$ cat src/hw/rtl/assert_macros.svh
// Assertion macros shared by the hashed identifier index RTL.
// Needs signals named clock and reset in the module that uses them.
`ifndef ASSERT_MACROS_SVH
`define ASSERT_MACROS_SVH

// Property checked on every rising clock edge outside reset.
`define ASSERT_CLK(label, prop, msg) \
   label: assert property (@(posedge clock) disable iff (reset) prop) else $error(msg);

// Condition that must never hold outside reset.
`define ASSERT_NEVER(label, cond, msg) \
   `ASSERT_CLK(label, !(cond), msg)

`endif

$ cat src/hw/rtl/hidlp_pkg.sv
// Types, codes and constants of the hashed identifier index.
// Used by every module of the block; depends on nothing.
`timescale 1ns / 1ps

package hidlp_pkg;

   localparam int TABLE_SLOTS   = 1024;
   localparam int SLOT_BITS     = $clog2(TABLE_SLOTS);
   localparam int ID_BITS       = 32;
   localparam int ENTRY_BITS    = 10;
   localparam int OP_BITS       = 2;
   localparam int OUTCOME_BITS  = 3;
   localparam int REQ_DATA_BITS = 32;
   localparam int RSP_DATA_BITS = 16;
   localparam int QUEUE_DEPTH   = 2;
   localparam int QPTR_BITS     = $clog2(QUEUE_DEPTH);
   localparam int QCOUNT_BITS   = $clog2(QUEUE_DEPTH + 1);

   localparam logic [SLOT_BITS-1:0]  SLOT_MASK         = SLOT_BITS'(TABLE_SLOTS - 1);
   localparam logic [ENTRY_BITS-1:0] MAX_ENTRIES_RESET = ENTRY_BITS'(512);

   localparam logic [63:0] MIX_C1  = 64'hbf58476d1ce4e5b9;
   localparam logic [63:0] MIX_C2  = 64'h94d049bb133111eb;
   localparam int          SHIFT_A = 30;
   localparam int          SHIFT_B = 27;
   localparam int          SHIFT_C = 31;

   typedef enum logic [OP_BITS-1:0] {
      OP_LOOKUP = 2'd0,
      OP_INSERT = 2'd1,
      OP_CLEAR  = 2'd2,
      OP_UNDEF  = 2'd3
   } op_type;

   typedef enum logic [OUTCOME_BITS-1:0] {
      OUT_HIT      = 3'd0,
      OUT_INSERTED = 3'd1,
      OUT_MISS     = 3'd2,
      OUT_REJECTED = 3'd3,
      OUT_CLEARED  = 3'd4
   } outcome_type;

   typedef struct packed {
      op_type               op;
      logic [ID_BITS-1:0]   key;
      logic [SLOT_BITS-1:0] home;
   } qitem_type;

   typedef struct packed {
      logic [ID_BITS-1:0]    key;
      logic [ENTRY_BITS-1:0] entry;
   } slot_type;

   typedef enum logic [3:0] {
      F_IDLE,
      F_MUL1,
      F_MUL2,
      F_MIX,
      F_MUL3,
      F_MUL4,
      F_MUL5,
      F_FOLD,
      F_PUSH
   } front_state_type;

   typedef enum logic [2:0] {
      B_SWEEP,
      B_IDLE,
      B_READ,
      B_CHECK,
      B_EMIT
   } back_state_type;

endpackage

$ cat src/hw/rtl/hidlp_queue.sv
// Short queue of classified requests between front and back end.
// Depends on hidlp_pkg.
`timescale 1ns / 1ps

module hidlp_queue
   import hidlp_pkg::*;
(
   input  logic      clock,
   input  logic      reset,
   input  logic      push_valid,
   output logic      push_ready,
   input  qitem_type push_item,
   output logic      pop_valid,
   input  logic      pop_ready,
   output qitem_type pop_item
);

   qitem_type              entry_ff [QUEUE_DEPTH];
   logic [QPTR_BITS-1:0]   wr_ptr_ff, wr_ptr_in;
   logic [QPTR_BITS-1:0]   rd_ptr_ff, rd_ptr_in;
   logic [QCOUNT_BITS-1:0] count_ff, count_in;
   logic                   do_push, do_pop;

   assign push_ready = count_ff != QCOUNT_BITS'(QUEUE_DEPTH);
   assign pop_valid  = count_ff != '0;
   assign pop_item   = entry_ff[rd_ptr_ff];
   assign do_push    = push_valid && push_ready;
   assign do_pop     = pop_valid && pop_ready;

   always_comb begin
      wr_ptr_in = do_push ? wr_ptr_ff + 1'b1 : wr_ptr_ff;
      rd_ptr_in = do_pop ? rd_ptr_ff + 1'b1 : rd_ptr_ff;
      count_in  = count_ff;
      if (do_push && !do_pop) begin
         count_in = count_ff + 1'b1;
      end else if (do_pop && !do_push) begin
         count_in = count_ff - 1'b1;
      end
   end

   always_ff @(posedge clock) begin
      if (reset) begin
         wr_ptr_ff <= '0;
         rd_ptr_ff <= '0;
         count_ff  <= '0;
      end else begin
         wr_ptr_ff <= wr_ptr_in;
         rd_ptr_ff <= rd_ptr_in;
         count_ff  <= count_in;
      end
      if (do_push) begin
         entry_ff[wr_ptr_ff] <= push_item;
      end
   end

endmodule

$ cat config.mk
export PLATFORM = sky130hd
export DESIGN_NAME = hidlp_queue
export DESIGN_NICKNAME = d
export VERILOG_FILES = /design/src/hw/rtl/assert_macros.svh /design/src/hw/rtl/hidlp_pkg.sv /design/src/hw/rtl/hidlp_queue.sv
export SDC_FILE = /design/constraint.sdc
export NUM_CORES = 1
export LEC_CHECK = 0
export ABC_AREA = 1
export BUFFER_PORTS_ARGS = -buffer_cell sky130_fd_sc_hd__buf_2
export CORE_MARGIN = 5
export CORE_UTILIZATION = 56
export CTS_CLUSTER_DIAMETER = 60
export CTS_CLUSTER_SIZE = 25
export DETAILED_ROUTE_END_ITERATION = 12
export PLACE_DENSITY = 0.82
export SYNTH_ARGS = -nofsm -noshare
export SYNTH_HDL_FRONTEND = slang
export SYNTH_SLANG_ARGS = --single-unit
$ cat constraint.sdc
create_clock -name clock -period 10.43 [get_ports clock]
set_input_delay 3.129 -clock clock [delete_from_list [all_inputs] [get_ports clock]]
set_output_delay 3.129 -clock clock [all_outputs]
set_load 0.02 [all_outputs]
## Word level (Yosys, flattened, before mapping)

Memories as Yosys holds them, arrays and structs flattened. A register that Yosys moved wholly into a read port is not among the register bits.
Cells that the tools add are included.
W data, S select, Z words.

| storage, ports and cells | value |
|---|---|
| register bits after elaboration | 4 |
| bits in writable memories | 88 |
| output and inout bits | 46 |
| logic and storage cells | 23 |
| memories kept | 1 |

| cells by class | value |
|---|---|
| add/subtract/negate cells | 4 |
| equal/unequal tests | 1 |
| multiplexer cells | 6 |
| reductions and logical operators | 8 |

Memories:

| memory | words | width | read ports | clocked after Yosys merged registers in | wr ports | RTL line | text |
|---|---|---|---|---|---|---|---|
| entry_ff | 2 | 44 | 1 | 1 | 1 | hidlp_queue.sv:18 | `qitem_type entry_ff [QUEUE_DEPTH];` |

Operators with widths:

| cell | number |
|---|---|
| $logic_and A1 B1 Y1 | 4 |
| $mux W1 | 4 |
| $mux W2 | 2 |
| $reduce_bool A2 Y1 | 2 |
| $add A1 B1 Y1 const B | 2 |
| $add A2 B1 Y2 const B | 1 |
| $logic_not A1 Y1 | 2 |
| $ne A2 B2 Y1 const B | 1 |
| $sub A2 B1 Y2 const B | 1 |

## Depth between registers and ports, before layout

| logic depth | value |
|---|---|
| word-level depth | 6 |
| gate-level depth with buffers | 11 |

## Worst setup path before layout

No wires, ideal clock.

| timing | value |
|---|---|
| kind | in2reg |
| start point | input port push_valid |
| end point | memory entry_ff[0][0] in the netlist's numbering, enable pin |
| setup time | 0.446 ns |
| data arrival time | 5.078 ns |
| required time | 9.984 ns |
| setup slack | 4.907 ns |
| stages on the path | 2 |
| cells stage by stage | nand2_1 -> nor2_1 |

| between the ends | value |
|---|---|
| cells in the longest elaborated chain, start to end | 3 |

Ends and longest elaborated chain:

| item | RTL line | text |
|---|---|---|
| from (decl) | hidlp_queue.sv:10 | `input logic push_valid,` |
| $logic_and A1 B1 Y1 | hidlp_queue.sv:27 | `assign do_push = push_valid && push_ready;` |
| $mux W1 | hidlp_queue.sv:51 | `if (do_push) begin` |
| $mux W1 (not written as such) | hidlp_queue.sv:52 | `entry_ff[wr_ptr_ff] <= push_item;` |
| to (decl) | hidlp_queue.sv:18 |  |

No other way between the ends.

==> run metrics <==
detailed-router iteration count before antenna repair 4; CP Max Fanout 44; Die Area ~8200 sq um; initial antenna violation count 0; worst hold endpoint rd_ptr_ff; sum of net half-perimeters after detailed placement roughly 4100 um; cell at the root of the clock tree clkbuf_8; crit path capture type primary output; total vias in the final route approximately 1800; Final Hold Violating Endpoints 0; Non-Filler Instances 358; Data required, critical path 7300 ps; Clock Sink Count 93; total power density per cell area 241.1 nW/um^2; H-tree level count 3; number of global-route vias before repair ~1900; number of post-CTS setup repair buffers 0; most common cell in the netlist edfxtp_1; Cells on Worst Hold Path 2; Syn. warnings 0; worst setup path category reg -> out; setup slack of the worst register-to-register path 8380 ps; Largest stage delay, worst path slightly above 600 ps; crit share post-route a little under half; Synth-to-Final Area Change 20.02%; cells traversed along the worst timing path buf_4, mux2_2, buf_2; arrival time reported for the critical path endpoint ~1900 ps; path class of the lowest-slack min-delay path reg -> reg; CTS tree built; critical-path cell with the highest stage delay buf_4; hold bufs inserted after CTS 0; Max Fclk between 200 and 250 MHz; flip-flop and latch count after synthesis between 90 and 100; initial detailed-routing violation count 48; antenna cell count 0; WP buf/inv 2; Async SR Flop Fraction 0%; setup TNS 0 ps; pin count of the biggest net entering global routing between 40 and 50; gate family responsible for the most delay along the worst path buffers and inverters; largest area contributor in the synthesized netlist edfxtp_1; buffer levels on the longest clock path 2; Yosys top cell area share around three quarters; Die H approximately 90 um; global-route wire length before repair 9377 um; final critical-path required period roughly 5000 ps; main flop type after synthesis edfxtp_1; cell count after placement between 300 and 400; number of primary I/O pins between 90 and 100; overall fraction of global-route tracks in use between 10% and 20%; Filler cells 445; part of the Yosys area used for sequential elements ~76%; number of nets in the finished design 325; routed length per placed instance 16.68 um; total standard cell area after synthesis approximately 3600 sq um; setup-violating endpoint count in the final report 0; number of unique standard cell types used by synthesis 14; Post-Layout Inst Area between 4000 and 5000 sq um; count of input and output buffers 93; post-route DRC violation count 0; share of cells above drive strength 1 56.23%; Slew Limit Headroom 45.25%; clock slew seen by the registers of the worst setup and hold paths 80 ps; number of clock buffers inserted by TritonCTS 9; worst-case clock skew ~4 ps; run status finished clean; cell area after placement between 4000 and 5000 sq um; utilization of the core after routing between 60 and 70%; number of nets produced by synthesis roughly 220; worst slack on hold paths ~510 ps; transition time at the pin with the least slew margin between 800 and 900 ps; Setup crit start kind flop; setup repair after global routing missed its margin no; area inside the core boundary 6314 sq um; total congestion overflow after global routing 0; number of synthesized flops with an enable pin roughly 90; worst reg2reg path startpoint count_ff[0]; average cell area after synthesis around 21 sq um; Resized cells post-CTS 0; number of slew-limit violations in the final report 0; ranking of synthesized cells by instance count edfxtp_1 (88), mux2_4 (40), nand2_1 (9); maximum ir drop on the vdd rail between 0.00015 and 0.0002 V; initial standard-cell utilization of the core between 50% and 60%; Leak between 1.5 and 2 nW; top cells by area in the synthesized netlist edfxtp_1 (73%), mux2_4 (17%), dfxtp_1 (2.8%); reg2reg end entry_ff[1][17]; synthesized instance count about 170; number of max-capacitance violations reported 0; vias per cell 4.978; die span in x 90.39 um; Detail Route Antenna Nets 0; num rows 29; total length of routed wires ~6000 um; launch point of the worst hold path rd_ptr_ff; count of cells along the worst register-to-register path 5; clock latency of the later-clocked register in the worst-skew pair between 300 and 400 ps; placer's final routability congestion estimate ~0.7
## through the flow
| stage | setup WS (ps) | power, W |
|---|---|---|
| 6_report | 5454 | 0.001047 |
| 5_1_grt | 5352 | 0.001098 |
| 4_1_cts | 5437 | 0.001059 |
| 3_5_place_dp | 5666 | 0.0008088 |
| 3_3_place_gp | 5695 | 0.0007995 |
| 2_1_floorplan | 4907 | 0.0007371 |
## placed cells by master (no fill, tap or decap)
cell type   n
clkbuf_8    9
mux2_2      4
nand3_1     2
dfxtp_1     4
buf_4       3
nor2_1      5
bufinv_16   2
nand2_1     9
nor2_4      2
edfxtp_1   88
a21oi_1     2
inv_1       8
dfxtp_2     1
buf_2      93
nand4_1     1
clkinv_4    2
mux2_4     40
clkbuf_1    1
o21ai_0     2
clkinv_2    2
ha_1        1
## routing by layer
layer / routed length [um] / part of all wire (%) / up-vias / track usage, %
met2: 3198 / 54 / 53 / 25.49
met5: 0 / 0 / - / 0
li1: - / - / 862 / -
met1: 2318 / 39 / 856 / 17.15
met3: 347 / 5.8 / 11 / 4.083
met4: 108 / 1.8 / 0 / 6.700
## cell families (layout without fill, tap and decap cells)
group           Yosys count  count (layout)  synth area share, %
simple gates             19              19                2.109
compound gates            4               4               0.5533
flops                    93              93                75.80
fa+ha+maj                 1               1               0.3457
mux                      44              44                17.84
buf+inv                  13             120                3.354
## layout make-up
cell class | count | area [sq um] | area share, %
clock inverter | 6 | 87.58 | 2.017
clock buffer | 10 | 127.6 | 2.939
inverter | 8 | 30.03 | 0.6914
multi-input combinational | 68 | 769.5 | 17.72
tap | 77 | 96.34 | 2.218
timing repair buffer | 96 | 488.0 | 11.24
sequential | 93 | 2744 | 63.18
## report_power, final
group	internal [W]	leakage (nW)	switching, W
logic	0.000131	0.775	0.000177
registers	0.000472	0.863	0.0000157
clock network	0.000135	0.110	0.000116
total	0.000738	1.75	0.000309
## worst register-to-register path, delay by kind of cell (launching register included)
kind | cells | cell delay [ps]
buffers and inverters | 2 | 480
flip-flops | 1 | 350
AND/OR/NAND/NOR | 3 | 910
## state kept, by name (all words and copies together), names as in the netlist, named ones only
| name | cells |
|---|---|
| count_ff | 2 |
| wr_ptr_ff | 1 |
| rd_ptr_ff | 1 |
| entry_ff | 88 |
## how the worst max path moves through the flow
stage          slack, ps  depth (start not counted)         endpoint        from
3_3_place_gp        5690                          4  entry_ff[1][15]  push_valid
3_5_place_dp        5670                          4  entry_ff[1][15]  push_valid
4_1_cts             5440                          3     pop_item[24]        flop
6_report            5450                          3     pop_item[24]        flop
5_1_grt             5350                          3     pop_item[24]        flop
2_1_floorplan       4910                          2   entry_ff[0][0]  push_valid
Power figures use the tool's default switching activity.
