## src/hw/rtl/assert_macros.svh

```systemverilog
// Assertion macros shared by the hashed identifier index RTL.
// Needs signals named clock and reset in the module that uses them.
`ifndef ASSERT_MACROS_SVH
`define ASSERT_MACROS_SVH

// Property checked on every rising clock edge outside reset.
`define ASSERT_CLK(label, prop, msg) \
   label: assert property (@(posedge clock) disable iff (reset) prop) else $error(msg);

// Condition that must never hold outside reset.
`define ASSERT_NEVER(label, cond, msg) \
   `ASSERT_CLK(label, !(cond), msg)

`endif

```

## src/hw/rtl/hidlp_pkg.sv

```systemverilog
// Types, codes and constants of the hashed identifier index.
// Used by every module of the block; depends on nothing.
`timescale 1ns / 1ps

package hidlp_pkg;

   localparam int TABLE_SLOTS   = 1024;
   localparam int SLOT_BITS     = $clog2(TABLE_SLOTS);
   localparam int ID_BITS       = 32;
   localparam int ENTRY_BITS    = 10;
   localparam int OP_BITS       = 2;
   localparam int OUTCOME_BITS  = 3;
   localparam int REQ_DATA_BITS = 32;
   localparam int RSP_DATA_BITS = 16;
   localparam int QUEUE_DEPTH   = 2;
   localparam int QPTR_BITS     = $clog2(QUEUE_DEPTH);
   localparam int QCOUNT_BITS   = $clog2(QUEUE_DEPTH + 1);

   localparam logic [SLOT_BITS-1:0]  SLOT_MASK         = SLOT_BITS'(TABLE_SLOTS - 1);
   localparam logic [ENTRY_BITS-1:0] MAX_ENTRIES_RESET = ENTRY_BITS'(512);

   localparam logic [63:0] MIX_C1  = 64'hbf58476d1ce4e5b9;
   localparam logic [63:0] MIX_C2  = 64'h94d049bb133111eb;
   localparam int          SHIFT_A = 30;
   localparam int          SHIFT_B = 27;
   localparam int          SHIFT_C = 31;

   typedef enum logic [OP_BITS-1:0] {
      OP_LOOKUP = 2'd0,
      OP_INSERT = 2'd1,
      OP_CLEAR  = 2'd2,
      OP_UNDEF  = 2'd3
   } op_type;

   typedef enum logic [OUTCOME_BITS-1:0] {
      OUT_HIT      = 3'd0,
      OUT_INSERTED = 3'd1,
      OUT_MISS     = 3'd2,
      OUT_REJECTED = 3'd3,
      OUT_CLEARED  = 3'd4
   } outcome_type;

   typedef struct packed {
      op_type               op;
      logic [ID_BITS-1:0]   key;
      logic [SLOT_BITS-1:0] home;
   } qitem_type;

   typedef struct packed {
      logic [ID_BITS-1:0]    key;
      logic [ENTRY_BITS-1:0] entry;
   } slot_type;

   typedef enum logic [3:0] {
      F_IDLE,
      F_MUL1,
      F_MUL2,
      F_MIX,
      F_MUL3,
      F_MUL4,
      F_MUL5,
      F_FOLD,
      F_PUSH
   } front_state_type;

   typedef enum logic [2:0] {
      B_SWEEP,
      B_IDLE,
      B_READ,
      B_CHECK,
      B_EMIT
   } back_state_type;

endpackage

```

## src/hw/rtl/hidlp_front.sv

```systemverilog
// Front end: takes request transfers and works out the home slot with the
// 64-bit mixer on one shared 32x32 multiplier. Depends on hidlp_pkg.
`timescale 1ns / 1ps

module hidlp_front
   import hidlp_pkg::*;
(
   input  logic                     clock,
   input  logic                     reset,
   input  logic                     req_tvalid,
   output logic                     req_tready,
   input  logic [REQ_DATA_BITS-1:0] req_tdata,  // [31:0] identifier
   input  logic [OP_BITS-1:0]       req_tuser,  // [1:0] operation
   input  logic                     accept_hold,
   output logic                     push_valid,
   input  logic                     push_ready,
   output qitem_type                push_item
);

   front_state_type      state_ff, state_in;
   op_type               op_ff, op_in;
   logic [ID_BITS-1:0]   key_ff, key_in;
   logic [63:0]          v_ff, v_in;
   logic [63:0]          acc_ff, acc_in;
   logic [63:0]          prod_ff, prod_in;
   logic [SLOT_BITS-1:0] home_ff, home_in;
   logic [31:0]          mul_a, mul_b;
   logic [63:0]          mul_prod;
   logic [63:0]          key_wide, mix2, mix4;

   assign mul_prod = mul_a * mul_b;
   assign key_wide = 64'(req_tdata[ID_BITS-1:0]);
   assign mix2     = acc_ff + {prod_ff[31:0], 32'd0};
   assign mix4     = acc_ff + {prod_ff[31:0], 32'd0};

   always_ff @(posedge clock) begin
      if (reset) begin
         state_ff <= F_IDLE;
      end else begin
         state_ff <= state_in;
      end
      op_ff   <= op_in;
      key_ff  <= key_in;
      v_ff    <= v_in;
      acc_ff  <= acc_in;
      prod_ff <= prod_in;
      home_ff <= home_in;
   end

   always_comb begin
      state_in   = state_ff;
      op_in      = op_ff;
      key_in     = key_ff;
      v_in       = v_ff;
      acc_in     = acc_ff;
      home_in    = home_ff;
      mul_a      = v_ff[31:0];
      mul_b      = MIX_C1[31:0];
      prod_in    = prod_ff;
      req_tready = 1'b0;
      push_valid = 1'b0;
      case (state_ff)
         F_IDLE: begin
            req_tready = !accept_hold;
            if (req_tvalid && !accept_hold) begin
               op_in   = op_type'(req_tuser);
               key_in  = req_tdata[ID_BITS-1:0];
               v_in    = key_wide ^ (key_wide >> SHIFT_A);
               home_in = '0;
               if (op_type'(req_tuser) == OP_LOOKUP || op_type'(req_tuser) == OP_INSERT) begin
                  state_in = F_MUL1;
               end else begin
                  state_in = F_PUSH;
               end
            end
         end
         F_MUL1: begin
            mul_a    = v_ff[31:0];
            mul_b    = MIX_C1[31:0];
            prod_in  = mul_prod;
            state_in = F_MUL2;
         end
         F_MUL2: begin
            acc_in   = prod_ff;
            mul_a    = v_ff[31:0];
            mul_b    = MIX_C1[63:32];
            prod_in  = mul_prod;
            state_in = F_MIX;
         end
         F_MIX: begin
            v_in     = mix2 ^ (mix2 >> SHIFT_B);
            state_in = F_MUL3;
         end
         F_MUL3: begin
            mul_a    = v_ff[31:0];
            mul_b    = MIX_C2[31:0];
            prod_in  = mul_prod;
            state_in = F_MUL4;
         end
         F_MUL4: begin
            acc_in   = prod_ff;
            mul_a    = v_ff[31:0];
            mul_b    = MIX_C2[63:32];
            prod_in  = mul_prod;
            state_in = F_MUL5;
         end
         F_MUL5: begin
            acc_in   = acc_ff + {prod_ff[31:0], 32'd0};
            mul_a    = v_ff[63:32];
            mul_b    = MIX_C2[31:0];
            prod_in  = mul_prod;
            state_in = F_FOLD;
         end
         F_FOLD: begin
            home_in  = mix4[SLOT_BITS-1:0] ^ mix4[SHIFT_C+SLOT_BITS-1:SHIFT_C];
            state_in = F_PUSH;
         end
         F_PUSH: begin
            push_valid = 1'b1;
            if (push_ready) begin
               state_in = F_IDLE;
            end
         end
         default: begin
            state_in = F_IDLE;
         end
      endcase
   end

   assign push_item.op   = op_ff;
   assign push_item.key  = key_ff;
   assign push_item.home = home_ff;

endmodule

```

## config.mk

```make
export PLATFORM = sky130hd
export DESIGN_NAME = hidlp_front
export DESIGN_NICKNAME = d
export VERILOG_FILES = /design/src/hw/rtl/assert_macros.svh /design/src/hw/rtl/hidlp_pkg.sv /design/src/hw/rtl/hidlp_front.sv
export SDC_FILE = /design/constraint.sdc
export NUM_CORES = 2
export LEC_CHECK = 0
export BUFFER_PORTS_ARGS = -buffer_cell sky130_fd_sc_hd__buf_2
export CORE_MARGIN = 1
export CORE_UTILIZATION = 50
export CTS_BUF_LIST = sky130_fd_sc_hd__clkbuf_8
export DETAILED_ROUTE_END_ITERATION = 8
export GPL_TIMING_DRIVEN = 0
export PLACE_DENSITY = 0.64
export SLEW_MARGIN = 20
export SYNTH_ARGS = -nofsm -noshare
export SYNTH_HDL_FRONTEND = slang
export SYNTH_SLANG_ARGS = --single-unit
```

## constraint.sdc

```tcl
create_clock -name clock -period 9.4 [get_ports clock]
set_clock_uncertainty 0.05 [all_clocks]
set_input_delay 0.94 -clock clock [delete_from_list [all_inputs] [get_ports clock]]
set_output_delay 0.94 -clock clock [all_outputs]
set_load 0.005 [all_outputs]
```

* Yosys cells after proc, flatten, opt, wreduce, memory -nomap -nowiden
Index checks and enable logic that the tools add are counted.
Storage, ports and cells: word-level logic and storage cells 51, input port bits 39, output and inout port bits 46, flip-flop bits (word level) 240
Cells by class: equality and inequality tests 11, add/subtract/negate cells 1, reduce and logical (&&, ||, !) cells 15, bitwise gates (word level) 3, multipliers 1, mux-type cells 13
Operator list (count):
- 64-bit case mux with 2 select lines | 2
- 32-bit case mux with 3 select lines | 1
- 64-bit adder | 1
- 32-bit by 32-bit multiplier with 64-bit output | 1
- 64-bit two-way mux | 1
- 64-bit by 37-bit XOR with 64-bit output | 1
- 4-bit case mux with 9 select lines | 1
- 32-bit two-way mux | 1
- 32-bit by 2-bit XOR with 32-bit output | 1
- 10-bit case mux with 2 select lines | 1
- 4-bit by 3-bit == test with 1-bit output (second input constant) | 4
- 4-bit two-way mux | 3
- 10-bit two-way mux | 1
- 10-bit XOR | 1
- 4-bit by 2-bit == test with 1-bit output (second input constant) | 2
- 2-bit AND reduction | 4
- 2-bit nonzero test | 3
- 5-bit OR reduction | 1
- 4-bit by 1-bit == test with 1-bit output (second input constant) | 1
- 4-bit == test (second input constant) | 1
- 4-bit logical NOT | 1
- 2-bit != test (second input constant) | 2
- 2-bit OR reduction | 2
- 2-bit by 1-bit == test with 1-bit output (second input constant) | 1
- 5 further kinds | 6

* Depth between registers and ports, before layout
depth after elaboration 5, depth in mapped cells 37, mapped depth without buffers 32

* Least setup slack after synthesis
Ideal clock, no wire load.
path kind reg-to-reg, start point register state_ff[1], end point register prod_ff[54], data pin, data arrival time 8.401 ns, period minus slack after synthesis 8.714 ns, setup time 0.263 ns, stages on the path, launching flop included 36, slack 0.686 ns, cells stage by stage dfxtp_1 buf_2 nor2b_1 and3b_1 buf_2 mux2i_1 clkinv_1 nand2_1 inv_1 nand2_1 inv_1 fa_1 inv_1 fa_1 inv_1 fa_1 inv_1 fa_1 inv_1 fa_1 fa_1 fa_1 inv_1 fa_1 inv_1 ha_1 clkbuf_1 nand2_1 o21ai_0 o21bai_1 a31oi_1 nor2b_1 a31oi_1 o21ai_1 a31oi_1 xnor2_1
On the way: word-level cells in the longest chain between the ends 4, elaborated cells between the ends (all ways) 8, classes of those cells mul: 1; eq/ne: 4; mux: 2; reduce/logical: 1
Ends and longest elaborated chain:
- start, declared | RTL line hidlp_front.sv:20 | front_state_type state_ff, state_in;
- start signal, assigned | RTL line hidlp_front.sv:40 | state_ff <= state_in;
- 4-bit by 3-bit == test with 1-bit output | RTL line hidlp_front.sv:62 | case (state_ff)
- 2-bit OR reduction (no line)
- 32-bit case mux with 3 select lines | RTL line hidlp_front.sv:62
- 32-bit by 32-bit multiplier with 64-bit output (*) | RTL line hidlp_front.sv:31 | assign mul_prod = mul_a * mul_b;
- named net mul_prod[54] | RTL line hidlp_front.sv:28 | logic [63:0] mul_prod;
- end signal, assigned | RTL line hidlp_front.sv:46 | prod_ff <= prod_in;
- end, declared | RTL line hidlp_front.sv:25 | logic [63:0] prod_ff, prod_in;
The timed path passes the listed nets; every way through them passes the cells marked *. A chain may end at the register's enable or synchronous reset.

* Worst setup path in the final report
start point register state_ff[2], end point register prod_ff[51], data pin
Same word-level chain as after synthesis.

==> impl_metrics.toml <==
[cts]
clock-sinks = 240
htreeDepth = 1
insertion_delay_ps = 620
clk_pin_slew_ps = 70
cts_root_buffer = "clkbuf_8"
clockBufferDepth = 3
cts_hold_buf = 0
cts_buffers = 31
tritoncts = "yes"

[floorplanning]
rows = 103
start_util_pct = 50.6
die_x_um = 285
coreArea_sq_um = 79300
ioPinCount = 85
dieArea_sq_um = 81400
die_h_um = 285

[worst_setup_path]
critPathArrivalTime_ps = 9560
reg2reg_depth = 27
cp-end-kind = "flip-flop"
critical_path_required_ps = 9700
cp-start-kind = "flip-flop"
cp_max_fo = 10
critPathKind = "flip-flop to flip-flop"

[sta]
fin_crit_ps = 9270
timing.fmax_ghz = 0.108
maxSlewViolCount = 0
grt_setup_unrepaired = "yes"
hold_violations = 0
setup_viol = 0
holdWs_ps = 456
worst_pin_slew_ps = 1110
max-slew-margin-rel_pct = 26.0
post-route-period-util_pct = 98.6

[worst_hold_path]
hp-class = "input port to flip-flop"
hold_depth = 1

[yosys]
synth.area.mux_share_pct = 0.253
synth_xor_area_share_pct = 3.12
synth-simple-area-share_pct = 8.77
synthTopCellsByArea = "fa_1 41%, edfxtp_1 18%, ha_1 12%"
synth_common_cells = "1,005 x inv_1, 817 x fa_1, 406 x nand2_1, 369 x ha_1, 281 x nor2_1"
synth_compound_area_share_pct = 7.00
syn-num-nets = 5240
ys_ff_latch = 240
yosys.area.top_type = "fa_1"
synth_edf_count = 236
yosysUniqueCellTypes = 73
synth-main-ff-cell = "edfxtp_1"
synth_top_family_by_area = "adder cells"
netlist.area_leader.share_pct = 40.8
syn_avg_cell_area_sq_um = 9.99
yosysMostFrequentCell = "inv_1"
syn_inst = 4015
yosysSeqAreaShare_pct = 17.9
synth_async_sr_flop_share_pct = 0
synth.cell_area_sq_um = 40100
yosysWarningCount = 0
synth_fa_ha_area_share_pct = 52.3

[layout]
fin_nets = 5409
drive_above_1_share_pct = 9.79
area_growth_pct = 9.30
num-fill-cells = 7285
finalInstanceArea_sq_um = 43900

[route]
ant_nets = 0
drc = 0
dr.pass1.iters = 5
wirelength_mm = 140
detail_route.iter0.violations = 3449
wl_per_cell_um = 26.7
vias = 29700
vias_per_cell = 5.64

[global_routing]
grt_pass1_wl_mm = 205
grt_antenna_before_repair = 6
use_met3_pct = 7.80
grt_max_degree = 39
grt_util_met1_pct = 49.4
grt.overflow.total = 0
grt.busiest_layer = "met2"
met2_usage_pct = 51.4
grt_pass1_vias = 30600
grtUsageTotal_pct = 35.3

[run]
drv_cap = 0

[place]
placed_area_sq_um = 42000
place_congestion = 1.06
numPortBuffers = 84
place_hpwl_mm = 120

[status]
status = "finished clean"
==> cell type report <==
cell class,instances,area [sq um],area share [%]
Multi-Input combinational cell,2635,29300,66.8
Inverter,1014,3890,8.88
Clock buffer,31,427,0.973
Antenna cell,2,5.00,0.0114
Clock inverter,27,165,0.377
Buffer,114,577,1.32
Sequential cell,240,7170,16.3
Timing Repair Buffer,148,1000,2.29
Tap cell,1050,1310,3.00
==> critical path, stage by stage (launching register included) <==
cell,delay [ps]
dfxtp_1,580
nor2b_1,340
nand2_2,320
nand2_2,330
clkbuf_1,790
o22ai_1,180
ha_1,260
clkbuf_1,130
fa_1,530
inv_1,50
fa_1,480
fa_1,500
fa_1,550
inv_1,50
fa_1,450
fa_1,510
fa_1,440
ha_1,390
a21o_1,210
a31o_2,260
a221oi_1,360
o21ai_1,150
o21ai_2,160
buf_4,170
nand3_2,150
or2_2,320
nor2b_1,140
xor2_1,140
==> per-layer routing <==
layer / up-vias / wire, um
met5: - / 10
met4: 2 / 9500
met3: 401 / 14300
met2: 1622 / 59900
met1: 15000 / 56600
li1: 12700 / -
==> placed cells by master (no fill, tap or decap), drive strengths merged, types with 5 or more instances in the layout <==
master | Yosys | routed
nand3 | 21 | 21
nor2b | 9 | 9
nor2 | 281 | 281
mux2i | 9 | 9
o21bai | 22 | 22
xnor2 | 78 | 78
clkinv | 7 | 21
nor3b | 5 | 5
a31oi | 13 | 13
and3 | 6 | 6
a21o | 55 | 55
o21a | 8 | 8
and2 | 42 | 42
xor2 | 59 | 59
a21oi | 149 | 149
inv | 1007 | 1003
nand2b | 10 | 10
or3 | 5 | 5
clkinvlp | 0 | 15
edfxtp | 236 | 236
nor3 | 14 | 14
fa | 817 | 817
o21ai | 134 | 134
clkbuf | 109 | 124
o22ai | 20 | 20
ha | 369 | 369
o211ai | 5 | 5
nand2 | 406 | 406
a211oi | 12 | 12
or2 | 6 | 6
nand4 | 22 | 22
buf | 17 | 169
==> stage by stage <==
stage,cells,setup TNS (ps),setup slack (ps),util (%)
6_report,5261,0,133,55.3
5_1_grt,5259,-188,-44.5,55.3
3_5_place_dp,5158,-58760,-1950,53.0
4_1_cts,5242,0,5.23,54.8
2_1_floorplan,4015,0,686,-
3_3_place_gp,5149,-63350,-2200,52.8
==> path summary, 6_finish.rpt <==
kind                                          startpoint                     to  slack (ps)
worst max-delay path            state_ff[2]$_SDFFE_PP0P_  prod_ff[51]$_DFFE_PP_         130
worst min-delay path                        req_tuser[0]     op_ff[0]$_DFFE_PP_         460
worst max register to register  state_ff[2]$_SDFFE_PP0P_  prod_ff[51]$_DFFE_PP_         130
worst min register to register     prod_ff[55]$_DFFE_PP_   acc_ff[55]$_DFFE_PP_         470
==> kinds of logic (layout without fill, tap and decap cells) <==
family	Yosys count	in the layout
mux	10	10
simple gates	840	840
fa+ha+maj	1186	1186
xor+xnor	139	139
buf+inv	1140	1334
flops	240	240
compound gates	460	460
other cells	0	2
==> flip-flops by register name (all words and copies together), names as in the netlist <==
signal,cells
acc_ff,64
prod_ff,64
v_ff,64
key_ff,32
home_ff,10
state_ff,4
op_ff,2
==> timing repair <==
action / 4_1_cts / 5_1_grt
hold endpoints to repair: 0 / 0
cloned: 0 / 0
pin swaps: 3 / 9
buffers inserted: 30 / 25
gates resized for setup: 202 / 88
endpoints found under the setup margin: 49 / 24
Power is left out: the tool's default activity adds up to more than one toggle a clock period on the data nets, which glitch-free logic cannot reach.
